[config.mk]
export PLATFORM = sky130hd
export DESIGN_NAME = infix_to_postfix_converter
export DESIGN_NICKNAME = d
export VERILOG_FILES = /design/src/rtl/core/itp_pkg.sv /design/src/rtl/core/itp_stack.sv /design/src/rtl/core/infix_to_postfix_converter.sv
export SDC_FILE = /design/constraint.sdc
export NUM_CORES = 1
export LEC_CHECK = 0
export ABC_AREA = 1
export BUFFER_PORTS_ARGS = -buffer_cell sky130_fd_sc_hd__clkbuf_2
export CORE_MARGIN = 2
export CORE_UTILIZATION = 50
export DETAILED_ROUTE_END_ITERATION = 10
export PLACE_DENSITY = 0.68
export SETUP_SLACK_MARGIN = 0.02
export SLEW_MARGIN = 20
export SYNTH_ARGS = -nofsm -noshare
export SYNTH_HDL_FRONTEND = slang
export SYNTH_HIERARCHICAL = 1
export SYNTH_SLANG_ARGS = --single-unit
[constraint.sdc]
create_clock -name clk -period 3.75 [get_ports clk]
set_input_delay 0.375 -clock clk [delete_from_list [all_inputs] [get_ports clk]]
set_output_delay 0.375 -clock clk [all_outputs]
set_load 0.005 [all_outputs]
[src/rtl/core/itp_pkg.sv]
`default_nettype none

package itp_pkg;

    // default operator stack depth
    localparam int ITP_STACK_DEPTH = 32;

    // character codes
    localparam logic [7:0] CH_OPEN  = 8'h28;  // '('
    localparam logic [7:0] CH_CLOSE = 8'h29;  // ')'
    localparam logic [7:0] CH_MUL   = 8'h2A;  // '*'
    localparam logic [7:0] CH_ADD   = 8'h2B;  // '+'
    localparam logic [7:0] CH_SUB   = 8'h2D;  // '-'
    localparam logic [7:0] CH_DIV   = 8'h2F;  // '/'
    localparam logic [7:0] CH_LO_A  = 8'h61;  // 'a'
    localparam logic [7:0] CH_LO_Z  = 8'h7A;  // 'z'
    localparam logic [7:0] CH_UP_A  = 8'h41;  // 'A'
    localparam logic [7:0] CH_UP_Z  = 8'h5A;  // 'Z'
    localparam logic [7:0] CASE_OFS = 8'h20;  // upper to lower offset

    // priorities
    localparam logic [1:0] PRIO_NONE = 2'd0;
    localparam logic [1:0] PRIO_OPEN = 2'd1;
    localparam logic [1:0] PRIO_ADD  = 2'd2;
    localparam logic [1:0] PRIO_MUL  = 2'd3;

    // result status codes
    typedef enum logic [1:0] {
        STATUS_OK        = 2'd0,
        STATUS_OVERFLOW  = 2'd1,
        STATUS_UNMATCHED = 2'd2
    } status_t;

    // controller states
    typedef enum logic [5:0] {
        ST_IDLE   = 6'b000001,
        ST_MAIN   = 6'b000010,
        ST_CLOSE  = 6'b000100,
        ST_OPER   = 6'b001000,
        ST_TAIL   = 6'b010000,
        ST_FINISH = 6'b100000
    } state_t;

    // operator priority of a character
    function automatic logic [1:0] prio_of(input logic [7:0] c);
        logic [1:0] p;
        p = PRIO_NONE;
        if (c == CH_MUL || c == CH_DIV)
        begin
            p = PRIO_MUL;
        end
        else if (c == CH_ADD || c == CH_SUB)
        begin
            p = PRIO_ADD;
        end
        else if (c == CH_OPEN)
        begin
            p = PRIO_OPEN;
        end
        return p;
    endfunction

endpackage

`default_nettype wire

[src/rtl/core/itp_stack.sv]
`default_nettype none

module itp_stack
    import itp_pkg::*;
#(
    parameter int STACK_DEPTH = ITP_STACK_DEPTH,
    localparam int IDX_W = $clog2(STACK_DEPTH)
) (
    input  wire logic             clk,
    input  wire logic             wr_en,
    input  wire logic [IDX_W-1:0] wr_addr,
    input  wire logic [7:0]       wr_data,
    input  wire logic             rd_en,
    input  wire logic [IDX_W-1:0] rd_addr,
    output logic      [7:0]       rd_data
);

    logic [7:0] mem [STACK_DEPTH];
    logic [7:0] rd_data_reg;

    // stack storage, contents undefined until written
    always_ff @(posedge clk)
    begin
        if (wr_en)
        begin
            mem[wr_addr] <= wr_data;
        end
    end

    // registered top-of-stack read; a push becomes the new top at once
    always_ff @(posedge clk)
    begin
        if (wr_en)
        begin
            rd_data_reg <= wr_data;
        end
        else if (rd_en)
        begin
            rd_data_reg <= mem[rd_addr];
        end
    end

    assign rd_data = rd_data_reg;

endmodule

`default_nettype wire

[src/rtl/core/infix_to_postfix_converter.sv]
// channel | signals                                         | beat taken when
// input   | in_valid, in_ready, char_in, end_of_expr        | in_valid & in_ready
// output  | out_valid, out_ready, symbol, has_symbol,       | out_valid & out_ready
//         | is_last, status                                 |
//
// one character at a time: each character passes ST_MAIN and ST_FINISH, with
// ST_CLOSE for a ')' or ST_OPER for an operator, ST_TAIL for the flush of an
// end character and a bare end marker from ST_FINISH; each popped symbol is
// one pass of the pop loop, which is bound by the registered stack read.
// rst_n clears the stack count and all control; stack contents stay undefined.
// a result waits in a staging register until the next one (or the end of the
// character) is known; a stalled output only holds the loop when both are full.
`default_nettype none

module infix_to_postfix_converter
    import itp_pkg::*;
#(
    parameter int STACK_DEPTH = ITP_STACK_DEPTH
) (
    input  wire logic       clk,
    input  wire logic       rst_n,
    input  wire logic       in_valid,
    output logic            in_ready,
    input  wire logic [7:0] char_in,
    input  wire logic       end_of_expr,
    output logic            out_valid,
    input  wire logic       out_ready,
    output logic [7:0]      symbol,
    output logic            has_symbol,
    output logic            is_last,
    output logic [1:0]      status
);

    localparam int IDX_W = $clog2(STACK_DEPTH);
    localparam int CNT_W = $clog2(STACK_DEPTH + 1);
    localparam logic [CNT_W-1:0] CNT_FULL = CNT_W'(STACK_DEPTH);
    localparam logic [CNT_W-1:0] CNT_ONE  = CNT_W'(1);
    localparam logic [CNT_W-1:0] CNT_TWO  = CNT_W'(2);

    state_t           state_reg, state_next;
    logic [CNT_W-1:0] count_reg, count_next;
    logic [CNT_W-1:0] open_reg, open_next;
    logic [7:0]       char_reg, char_next;
    logic             end_reg, end_next;
    status_t          status_reg, status_next;
    logic             stage_v_reg, stage_v_next;
    logic [7:0]       stage_sym_reg, stage_sym_next;
    logic             stage_has_reg, stage_has_next;
    logic             out_valid_reg, out_valid_next;
    logic [7:0]       out_sym_reg, out_sym_next;
    logic             out_has_reg, out_has_next;
    logic             out_last_reg, out_last_next;
    status_t          out_status_reg, out_status_next;

    logic             mem_we;
    logic [IDX_W-1:0] mem_waddr;
    logic [7:0]       mem_wdata;
    logic             mem_re;
    logic [IDX_W-1:0] mem_raddr;
    logic [7:0]       top;
    logic [CNT_W-1:0] cnt_dec1;
    logic [CNT_W-1:0] cnt_dec2;

    logic             in_fire;
    logic             out_free;
    logic             can_emit;
    logic             emit;
    logic [7:0]       emit_sym;
    logic             emit_has;
    logic             fin;
    logic             do_pop;
    logic             do_push;
    logic             stack_full;
    logic [1:0]       char_prio;
    logic [1:0]       top_prio;
    logic             is_lower;
    logic             is_upper;

    itp_stack #(
        .STACK_DEPTH (STACK_DEPTH)
    ) u_stack (
        .clk     (clk),
        .wr_en   (mem_we),
        .wr_addr (mem_waddr),
        .wr_data (mem_wdata),
        .rd_en   (mem_re),
        .rd_addr (mem_raddr),
        .rd_data (top)
    );

    // handshake and classification
    assign in_ready   = (state_reg == ST_IDLE);
    assign in_fire    = in_valid && in_ready;
    assign out_free   = !out_valid_reg || out_ready;
    assign can_emit   = !stage_v_reg || out_free;
    assign stack_full = (count_reg == CNT_FULL);
    assign char_prio  = prio_of(char_reg);
    assign top_prio   = prio_of(top);
    assign is_lower   = (char_reg >= CH_LO_A) && (char_reg <= CH_LO_Z);
    assign is_upper   = (char_reg >= CH_UP_A) && (char_reg <= CH_UP_Z);

    // controller
    always_comb
    begin
        state_next  = state_reg;
        char_next   = char_reg;
        end_next    = end_reg;
        status_next = status_reg;
        emit        = 1'b0;
        emit_sym    = top;
        emit_has    = 1'b1;
        fin         = 1'b0;
        do_pop      = 1'b0;
        do_push     = 1'b0;

        unique case (state_reg)
            ST_IDLE:
            begin
                if (in_fire)
                begin
                    char_next   = char_in;
                    end_next    = end_of_expr;
                    status_next = STATUS_OK;
                    state_next  = ST_MAIN;
                end
            end
            ST_MAIN:
            begin
                priority if (is_lower || is_upper)
                begin
                    if (can_emit)
                    begin
                        emit       = 1'b1;
                        emit_sym   = is_upper ? (char_reg + CASE_OFS) : char_reg;
                        state_next = end_reg ? ST_TAIL : ST_FINISH;
                    end
                end
                else if (char_reg == CH_OPEN)
                begin
                    if (stack_full)
                    begin
                        status_next = STATUS_OVERFLOW;
                    end
                    else
                    begin
                        do_push = 1'b1;
                    end
                    state_next = end_reg ? ST_TAIL : ST_FINISH;
                end
                else if (char_reg == CH_CLOSE)
                begin
                    status_next = (open_reg == '0) ? STATUS_UNMATCHED : STATUS_OK;
                    state_next  = ST_CLOSE;
                end
                else if (char_prio >= PRIO_ADD)
                begin
                    // a full stack with nothing to pop drops the push
                    if (stack_full && (top_prio < char_prio))
                    begin
                        status_next = STATUS_OVERFLOW;
                    end
                    state_next = ST_OPER;
                end
                else
                begin
                    state_next = end_reg ? ST_TAIL : ST_FINISH;
                end
            end
            ST_CLOSE:
            begin
                if (count_reg == '0)
                begin
                    state_next = end_reg ? ST_TAIL : ST_FINISH;
                end
                else if (top == CH_OPEN)
                begin
                    do_pop     = 1'b1;
                    state_next = end_reg ? ST_TAIL : ST_FINISH;
                end
                else if (can_emit)
                begin
                    emit   = 1'b1;
                    do_pop = 1'b1;
                end
            end
            ST_OPER:
            begin
                if ((count_reg != '0) && (top_prio >= char_prio))
                begin
                    if (can_emit)
                    begin
                        emit   = 1'b1;
                        do_pop = 1'b1;
                    end
                end
                else
                begin
                    do_push    = !stack_full;
                    state_next = end_reg ? ST_TAIL : ST_FINISH;
                end
            end
            ST_TAIL:
            begin
                // flush the whole stack, open parentheses included
                if (count_reg == '0)
                begin
                    state_next = ST_FINISH;
                end
                else if (can_emit)
                begin
                    emit   = 1'b1;
                    do_pop = 1'b1;
                end
            end
            ST_FINISH:
            begin
                if (stage_v_reg)
                begin
                    if (out_free)
                    begin
                        fin        = 1'b1;
                        state_next = ST_IDLE;
                    end
                end
                else if (end_reg || (status_reg != STATUS_OK))
                begin
                    // bare end marker
                    emit     = 1'b1;
                    emit_sym = 8'h00;
                    emit_has = 1'b0;
                end
                else
                begin
                    state_next = ST_IDLE;
                end
            end
            default:
            begin
                state_next = ST_IDLE;
            end
        endcase
    end

    // addresses one and two below the stack count
    assign cnt_dec1 = count_reg - CNT_ONE;
    assign cnt_dec2 = count_reg - CNT_TWO;

    // stack pointer, open-parenthesis count and memory requests
    always_comb
    begin
        count_next = count_reg;
        open_next  = open_reg;
        mem_we     = do_push;
        mem_waddr  = count_reg[IDX_W-1:0];
        mem_wdata  = char_reg;
        mem_re     = 1'b0;
        mem_raddr  = cnt_dec1[IDX_W-1:0];
        if (in_fire)
        begin
            mem_re = 1'b1;
        end
        if (do_pop)
        begin
            count_next = cnt_dec1;
            mem_re     = 1'b1;
            mem_raddr  = cnt_dec2[IDX_W-1:0];
            if (top == CH_OPEN)
            begin
                open_next = open_reg - CNT_ONE;
            end
        end
        if (do_push)
        begin
            count_next = count_reg + CNT_ONE;
            if (char_reg == CH_OPEN)
            begin
                open_next = open_reg + CNT_ONE;
            end
        end
    end

    // staging register and output register
    always_comb
    begin
        stage_v_next    = stage_v_reg;
        stage_sym_next  = stage_sym_reg;
        stage_has_next  = stage_has_reg;
        out_valid_next  = out_valid_reg && !out_ready;
        out_sym_next    = out_sym_reg;
        out_has_next    = out_has_reg;
        out_last_next   = out_last_reg;
        out_status_next = out_status_reg;
        if ((emit && stage_v_reg) || fin)
        begin
            out_valid_next  = 1'b1;
            out_sym_next    = stage_sym_reg;
            out_has_next    = stage_has_reg;
            out_last_next   = fin;
            out_status_next = status_next;
        end
        if (emit)
        begin
            stage_v_next   = 1'b1;
            stage_sym_next = emit_sym;
            stage_has_next = emit_has;
        end
        if (fin)
        begin
            stage_v_next = 1'b0;
        end
    end

    // control registers
    always_ff @(posedge clk or negedge rst_n)
    begin
        if (!rst_n)
        begin
            state_reg     <= ST_IDLE;
            count_reg     <= '0;
            open_reg      <= '0;
            stage_v_reg   <= 1'b0;
            out_valid_reg <= 1'b0;
        end
        else
        begin
            state_reg     <= state_next;
            count_reg     <= count_next;
            open_reg      <= open_next;
            stage_v_reg   <= stage_v_next;
            out_valid_reg <= out_valid_next;
        end
    end

    // payload registers
    always_ff @(posedge clk)
    begin
        char_reg       <= char_next;
        end_reg        <= end_next;
        status_reg     <= status_next;
        stage_sym_reg  <= stage_sym_next;
        stage_has_reg  <= stage_has_next;
        out_sym_reg    <= out_sym_next;
        out_has_reg    <= out_has_next;
        out_last_reg   <= out_last_next;
        out_status_reg <= out_status_next;
    end

    assign out_valid  = out_valid_reg;
    assign symbol     = out_sym_reg;
    assign has_symbol = out_has_reg;
    assign is_last    = out_last_reg;
    assign status     = out_status_reg;

    // stack count never exceeds the depth
    a_count_range: assert property (@(posedge clk) disable iff (!rst_n)
        count_reg <= CNT_FULL)
        else $error("stack count beyond depth");

    // open parentheses are a subset of the stacked entries
    a_open_range: assert property (@(posedge clk) disable iff (!rst_n)
        open_reg <= count_reg)
        else $error("open count exceeds stack count");

    // no staged result is left behind when a new character may enter
    a_idle_clean: assert property (@(posedge clk) disable iff (!rst_n)
        in_ready |-> !stage_v_reg)
        else $error("staged result left over in idle");

    // a push leaves the pushed character on top of the stack
    a_push_top: assert property (@(posedge clk) disable iff (!rst_n)
        do_push |=> (top == $past(char_reg)) && (count_reg == $past(count_reg) + CNT_ONE))
        else $error("push did not update the top of stack");

endmodule

`default_nettype wire
---- Word level (Yosys, flattened, before mapping) ----
Memory sizes are Yosys's and may differ from the RTL's.
Cells that the tools add are included.
storage, ports and cells
  input port bits ......................... 13
  bits in writable memories ............... 256
  memories ................................ 1
  register bits ........................... 60
  output and inout port bits .............. 14
operators by class
  add/sub/neg operators ................... 6
  eq/ne operators ......................... 25
  mux-type cells .......................... 73
  bitwise operators ....................... 1
  reductions and logical operators ........ 30
  order comparisons ....................... 7
memories
  name         depth  bits a word  read ports  clocked after memory_dff  wr ports  RTL line         source
  u_stack.mem  32     8            1           0                         1         itp_stack.sv:18  logic [7:0] mem [STACK_DEPTH];
operators by type and width
  operator               number
  $mux W6                20
  $eq A8 B6 Y1 const B   11
  $mux W8                7
  $pmux W6 S6            1
  $mux W1                27
  $mux W2                12
  $ge A8 B7 Y1 const B   2
  $le A8 B7 Y1 const B   2
  $pmux W8 S2            1
  $add A6 B1 Y6 const B  2
  $eq A6 B6 Y1 const B   2
  $logic_not A6 Y1       2
  $ne A3 B3 Y1 const B   4
  $sub A6 B1 Y6 const B  2
  $logic_or A1 B1 Y1     9
  $add A8 B6 Y8 const B  1
  $reduce_bool A2 Y1     4
  $logic_and A1 B1 Y1    7
  $reduce_and A7 Y1      1
  $eq A6 B1 Y1 const B   1
  $eq A6 B2 Y1 const B   1
  $eq A6 B3 Y1 const B   1
  $eq A6 B4 Y1 const B   1
  $eq A6 B5 Y1 const B   1
  other kinds (16)       20

---- Logic depth before layout (Yosys ltp) ----
  word-level depth ........................ 12
  depth in mapped cells ................... 24
  gate-level depth less buffers ........... 22

---- Modules after synthesis ----
The synthesis kept the hierarchy.
modules (own cells, without submodules)
  module                      times used  cells an instance  area each (µm²)
  itp_stack                   1           925                10,905.5
  infix_to_postfix_converter  1           423                3,348.2

---- Worst setup path before layout ----
No wires, ideal clock.
  path kind ............................... flip-flop to flip-flop
  start point ............................. register char_reg[5]
  end point ............................... register u_stack.rd_data_reg[3], in the netlist u_stack/rd_data[3], data pin
  arrival ................................. 3.438 ns
  path buffers ............................ 3
  cell stages (with the launch flop) ...... 23
  setup time .............................. 0.254 ns
  data required time ...................... 3.496 ns
  slack ................................... 0.058 ns
  clock period less this slack ............ 3.692 ns
  cell sequence ........................... edfxtp_1 inv_2 nor2_4 nand2_2 nor3_4 inv_1 nand2_1 ha_1 nand2_1 nand3_1 nand4_1 nand3_4 buf_6 o21ai_0 buf_2 buf_2 nand3_1 nand3_1 nand2_1 nand2_1 nand3_1 nand3_1 nand2_1
between the ends
  longest elaborated chain between the ends .. 12
RTL lines
  item                                           RTL line                           source
  start: declaration                             infix_to_postfix_converter.sv:43   logic [7:0] char_reg, char_next;
  start signal: assignment                       infix_to_postfix_converter.sv:337  char_reg <= char_next;
  $eq A8 B6 Y1, on equally long branches         itp_pkg.sv:56, itp_pkg.sv:52
  $mux W1 or $logic_or A1 B1 Y1 (tied branches)  itp_pkg.sv:56, itp_pkg.sv:52
  $mux W2                                        itp_pkg.sv:52                      else if (c == CH_ADD || c == CH_SUB)
  $mux W2 *                                      itp_pkg.sv:48                      if (c == CH_MUL || c == CH_DIV)
  $ge A2 B2 Y1 *                                 infix_to_postfix_converter.sv:188  if ((count_reg != '0) && (top_prio >= char_prio))
  $logic_and A1 B1 Y1 *                          infix_to_postfix_converter.sv:188
  $mux W1 *                                      infix_to_postfix_converter.sv:188
  $pmux W1 S3 *                                  infix_to_postfix_converter.sv:116  unique case (state_reg)
  $mux W5 *                                      infix_to_postfix_converter.sv:262  if (do_pop)
  net mem_raddr[1]                               infix_to_postfix_converter.sv:59   logic [IDX_W-1:0] mem_raddr;
  $mem_v2 Z32 W8 *                               --
  $mux W8 *                                      itp_stack.sv:37                    else if (rd_en)
  $mux W8 *                                      itp_stack.sv:33                    if (wr_en)
  end signal: assignment                         itp_stack.sv:35                    rd_data_reg <= wr_data;
  end signal: assignment                         itp_stack.sv:39                    rd_data_reg <= mem[rd_addr];
  end: declaration                               itp_stack.sv:19                    logic [7:0] rd_data_reg;
The timed path passes the listed nets; every way through them passes the cells marked *. The select of a mux whose other input is x is not followed.
A chain may end at the register's enable or synchronous reset.

---- Final worst setup path ----
  start point ............................. register char_reg[2]
  end point ............................... register u_stack.rd_data_reg[5], in the netlist u_stack/rd_data[5], data pin
The elaborated chain is that of the path after synthesis.

==> results.md <==
- # nets final: 1443
- Static Leak: 0.006313 uW
- Sort of element at the start of the critical path: flop
- Core area: 27930 um2
- Setup repair after global routing missed its margin: true
- Total Routed Length: 33940 um
- Most flop-heavy register: u_stack/mem
- Crit-path cells: inv_1 -> nand2_2 -> nor2_2 -> o21ai_0 -> nand2_1 -> ha_1 -> nand2_1 -> nand3_1 -> nand4_1 -> nand3_4 -> xor2_4 -> inv_4 -> buf_16 -> nand2_1 -> nand3_1 -> nand3_1 -> nand2_1 -> nand2_1 -> nand3_1 -> nand3_1 -> nand2_1
- Detail-routed via count per cell: 5.495
- Cell area after synthesis: 14250 um2
- Register clock-pin slew on the reported worst setup and hold paths: 0.06 ns
- Final routed DRC violation total: 0
- Final TNS setup: 0 ns
- R2r worst-path depth: 21
- Seq cells post-synth: 316
- Global-route wire length before repair: 52410 um
- Flip-flop count of the largest register after layout: 256
- Cell type of the slowest stage on the worst timing path: sky130_fd_sc_hd__edfxtp_1
- Die span in y: 172.8 um
- Maximum clock insertion buffer count: 3
- Run status: finished, final reports clean
- Effective utilization at floorplan: 51.03%
- Slew Limit Fails: 0
- Slew margin rel.: 43.46%
- Crit path time final: 3.556 ns
- DP Worst Slack: 0.08562 ns
- Arrival @ worst endpoint: 3.86 ns
- Fraction of final layout cells sized beyond drive strength 1: 12.28%
- Worst Clk Skew: 0.01122 ns
- First-pass DRT Iterations: 6
- Warnings from Yosys: 6
- Hold path cells: 1
- Largest net degree at the start of global routing: 66
- Number of distinct standard cells referenced by the synthesized netlist: 38
- Instance count of the mapped netlist: 1348
- Power per unit of standard cell area: 855.3 nW/um2
- Placer's final routability congestion estimate: 0.8857
- Fmax: 0.2812 GHz
- Delay of the slowest critical-path stage: 0.48 ns
- Number of cell rows: 61
- Routed via count: 9996
- Gr ovfl total: 0
- Number of buffers created by CTS: 31
- TritonCTS clock tree: yes
- Setup Crit Path Kind: reg2reg
- Global Route Usage Sum: 22.07%
- Ant. Diodes: 0
- Peak supply drop: 633.7 uV
- Cell occurring most often along the worst timing path: sky130_fd_sc_hd__nand2_1
- Clock latency of the later-clocked register in the worst-skew pair: 0.56 ns
- Critical path data required time: 4.05 ns
- Mean Syn Cell Area: 10.57 um2
- Width of the die: 172.8 um
- Number of I/O pins: 27
- Initial antenna violation count: 0
- Setup slack after layout: 0.1938 ns
- Vias in the first global route: 9645
- Die ar.: 29870 um2
- Worst hold-check path type: in2reg
- Final cycle utilization of the critical path: 94.83%
- Count of final setup violators: 0
- Estimated wirelength of the detail-placed design: 20760 um
- Post-DRT Antenna Nets: 0
- Worst Path Max Fanout: 64
- Worst hold margin: 0.02127 ns
- Area growth from synthesis to layout: 13.56%
- Critical path capture point type: flop
- Hold violation total from the final report: 0
- Count of input and output buffers: 26
- PnR Total Power: 13850 uW
- Buffer cell driving the clock tree root: sky130_fd_sc_hd__clkbuf_16
- Transition at the pin with the smallest max-transition slack: 0.8450 ns
- Net count after synthesis: 1374
- Post-detailed-route wirelength per cell: 18.66 um
- Sequential element share of the synthesized area: 65.74%
- H-tree levels: 1
- Number of sinks driven by the clock tree: 316
- Total of max-cap violations: 0
- Utilization after layout: 57.95%
- DRC marker count from the first detailed-route iteration: 1082
## worst max-delay path, delay by kind of cell (launching register included)
family	cells	cell delay [ns]
AO/OA/AOI/OAI	1	0.13
XOR/XNOR	1	0.27
adder cells (fa/ha/maj)	1	0.22
buffers and inverters	3	0.41
flip-flops	1	0.48
AND/OR/NAND/NOR	15	1.71
## metal layers
metal  up-vias  part of all wire [%]  track usage (%)  wire length, um
li1       4753                     -                -                -
met1      4829                    43            30.93            14750
met2       344                    47            36.03            15940
met3        70                   6.6            3.232             2247
met4         0                   2.9            6.568             1000
met5         -                     0                0                0
## area by class of cell
type	instances	area (um2)
inverter	71	274.0
fill	2333	11750
multi-input combinational	905	4223
sequential	316	9370
tap	378	473.0
clock buffer	34	787.0
timing repair buffer	92	820.8
clock inverter	23	239.0
## metrics by stage
stage | std cells | cell area [um2]
after detailed placement | 1745 | 14880
after CTS | 1808 | 15970
after global placement | 1745 | 14880
after floorplan | 1348 | 14250
final | 1819 | 16190
after global routing | 1819 | 16190
## power breakdown
part	internal (uW)	switching, uW
Clock	1850	1300
Sequential	4320	177
Combinational	1970	4230
Total	8140	5700
## Yosys cell counts
cell type,instances,share of area [%]
sky130_fd_sc_hd__o22ai_1,4,0.18
sky130_fd_sc_hd__ha_1,13,1.1
sky130_fd_sc_hd__buf_2,15,0.53
sky130_fd_sc_hd__buf_6,24,1.9
sky130_fd_sc_hd__or2_1,1,0.044
sky130_fd_sc_hd__xor2_1,18,1.1
sky130_fd_sc_hd__nor2_4,1,0.079
sky130_fd_sc_hd__nand3_2,4,0.28
sky130_fd_sc_hd__xor2_2,1,0.11
sky130_fd_sc_hd__nand2_1,460,12
sky130_fd_sc_hd__dfstp_2,1,0.18
sky130_fd_sc_hd__nand2_2,6,0.26
sky130_fd_sc_hd__nand2_4,3,0.24
sky130_fd_sc_hd__inv_4,1,0.044
sky130_fd_sc_hd__a21oi_2,1,0.061
sky130_fd_sc_hd__a21boi_0,1,0.053
sky130_fd_sc_hd__nor3_4,1,0.11
sky130_fd_sc_hd__nand3_4,1,0.12
sky130_fd_sc_hd__dfxtp_1,2,0.28
sky130_fd_sc_hd__o21ai_0,19,0.67
sky130_fd_sc_hd__dfrtp_1,19,3.3
sky130_fd_sc_hd__clkbuf_1,10,0.26
sky130_fd_sc_hd__nand4_1,9,0.39
sky130_fd_sc_hd__buf_1,2,0.053
sky130_fd_sc_hd__a31oi_1,2,0.088
sky130_fd_sc_hd__inv_1,60,1.6
sky130_fd_sc_hd__nand3_1,260,9.1
sky130_fd_sc_hd__o211ai_2,2,0.18
sky130_fd_sc_hd__buf_4,5,0.26
sky130_fd_sc_hd__or2_2,2,0.088
sky130_fd_sc_hd__inv_2,10,0.26
sky130_fd_sc_hd__xnor2_1,1,0.061
sky130_fd_sc_hd__a21oi_1,11,0.39
sky130_fd_sc_hd__edfxtp_1,294,62
sky130_fd_sc_hd__nor3_1,7,0.25
sky130_fd_sc_hd__nor2_2,8,0.35
sky130_fd_sc_hd__o21ai_1,7,0.25
sky130_fd_sc_hd__nor2_1,62,1.6
## worst paths after layout
path	startpoint	endpoint	slack (ns)
worst min-delay path	char_in[1]	char_reg[1]	0.02
worst max register to register	char_reg[2]	u_stack/rd_data[5]	0.19
worst min register to register	stage_has_reg	has_symbol	0.42
min in group asynchronous	rst_n	state_reg[5]	0.36
worst max-delay path	char_reg[2]	u_stack/rd_data[5]	0.19
max in group asynchronous	rst_n	open_reg[0]	3.00
## placed cells by master, fill, tap and decap left out, types with 8 or more instances in the layout
cell                          n
sky130_fd_sc_hd__nand2_1    460
sky130_fd_sc_hd__edfxtp_1   294
sky130_fd_sc_hd__nand3_1    260
sky130_fd_sc_hd__nor2_1      61
sky130_fd_sc_hd__inv_1       60
sky130_fd_sc_hd__buf_4       46
sky130_fd_sc_hd__clkbuf_16   34
sky130_fd_sc_hd__clkbuf_2    27
sky130_fd_sc_hd__dfrtp_1     19
sky130_fd_sc_hd__o21ai_0     17
sky130_fd_sc_hd__xor2_1      17
sky130_fd_sc_hd__ha_1        13
sky130_fd_sc_hd__a21oi_1     11
sky130_fd_sc_hd__nor2_2       9
sky130_fd_sc_hd__nand4_1      9
sky130_fd_sc_hd__inv_2        8
sky130_fd_sc_hd__clkinv_1     8
## what timing repair did
item	in CTS	in global routing
hold endpoints to repair	24	1
setup buffers	0	7
hold buffers	6	1
resized for setup	0	17
setup endpoints to repair	0	8
## cell families (layout without fill, tap and decap cells)
kind of cell	after synthesis	count (layout)	share of synthesized area, %
compound gates	47	47	1.852
xor+xnor	20	20	1.282
fa+ha+maj	13	13	1.141
buf+inv	127	220	4.890
flops	316	316	65.74
simple gates	825	825	25.10
(Power assumes the default switching activity.)
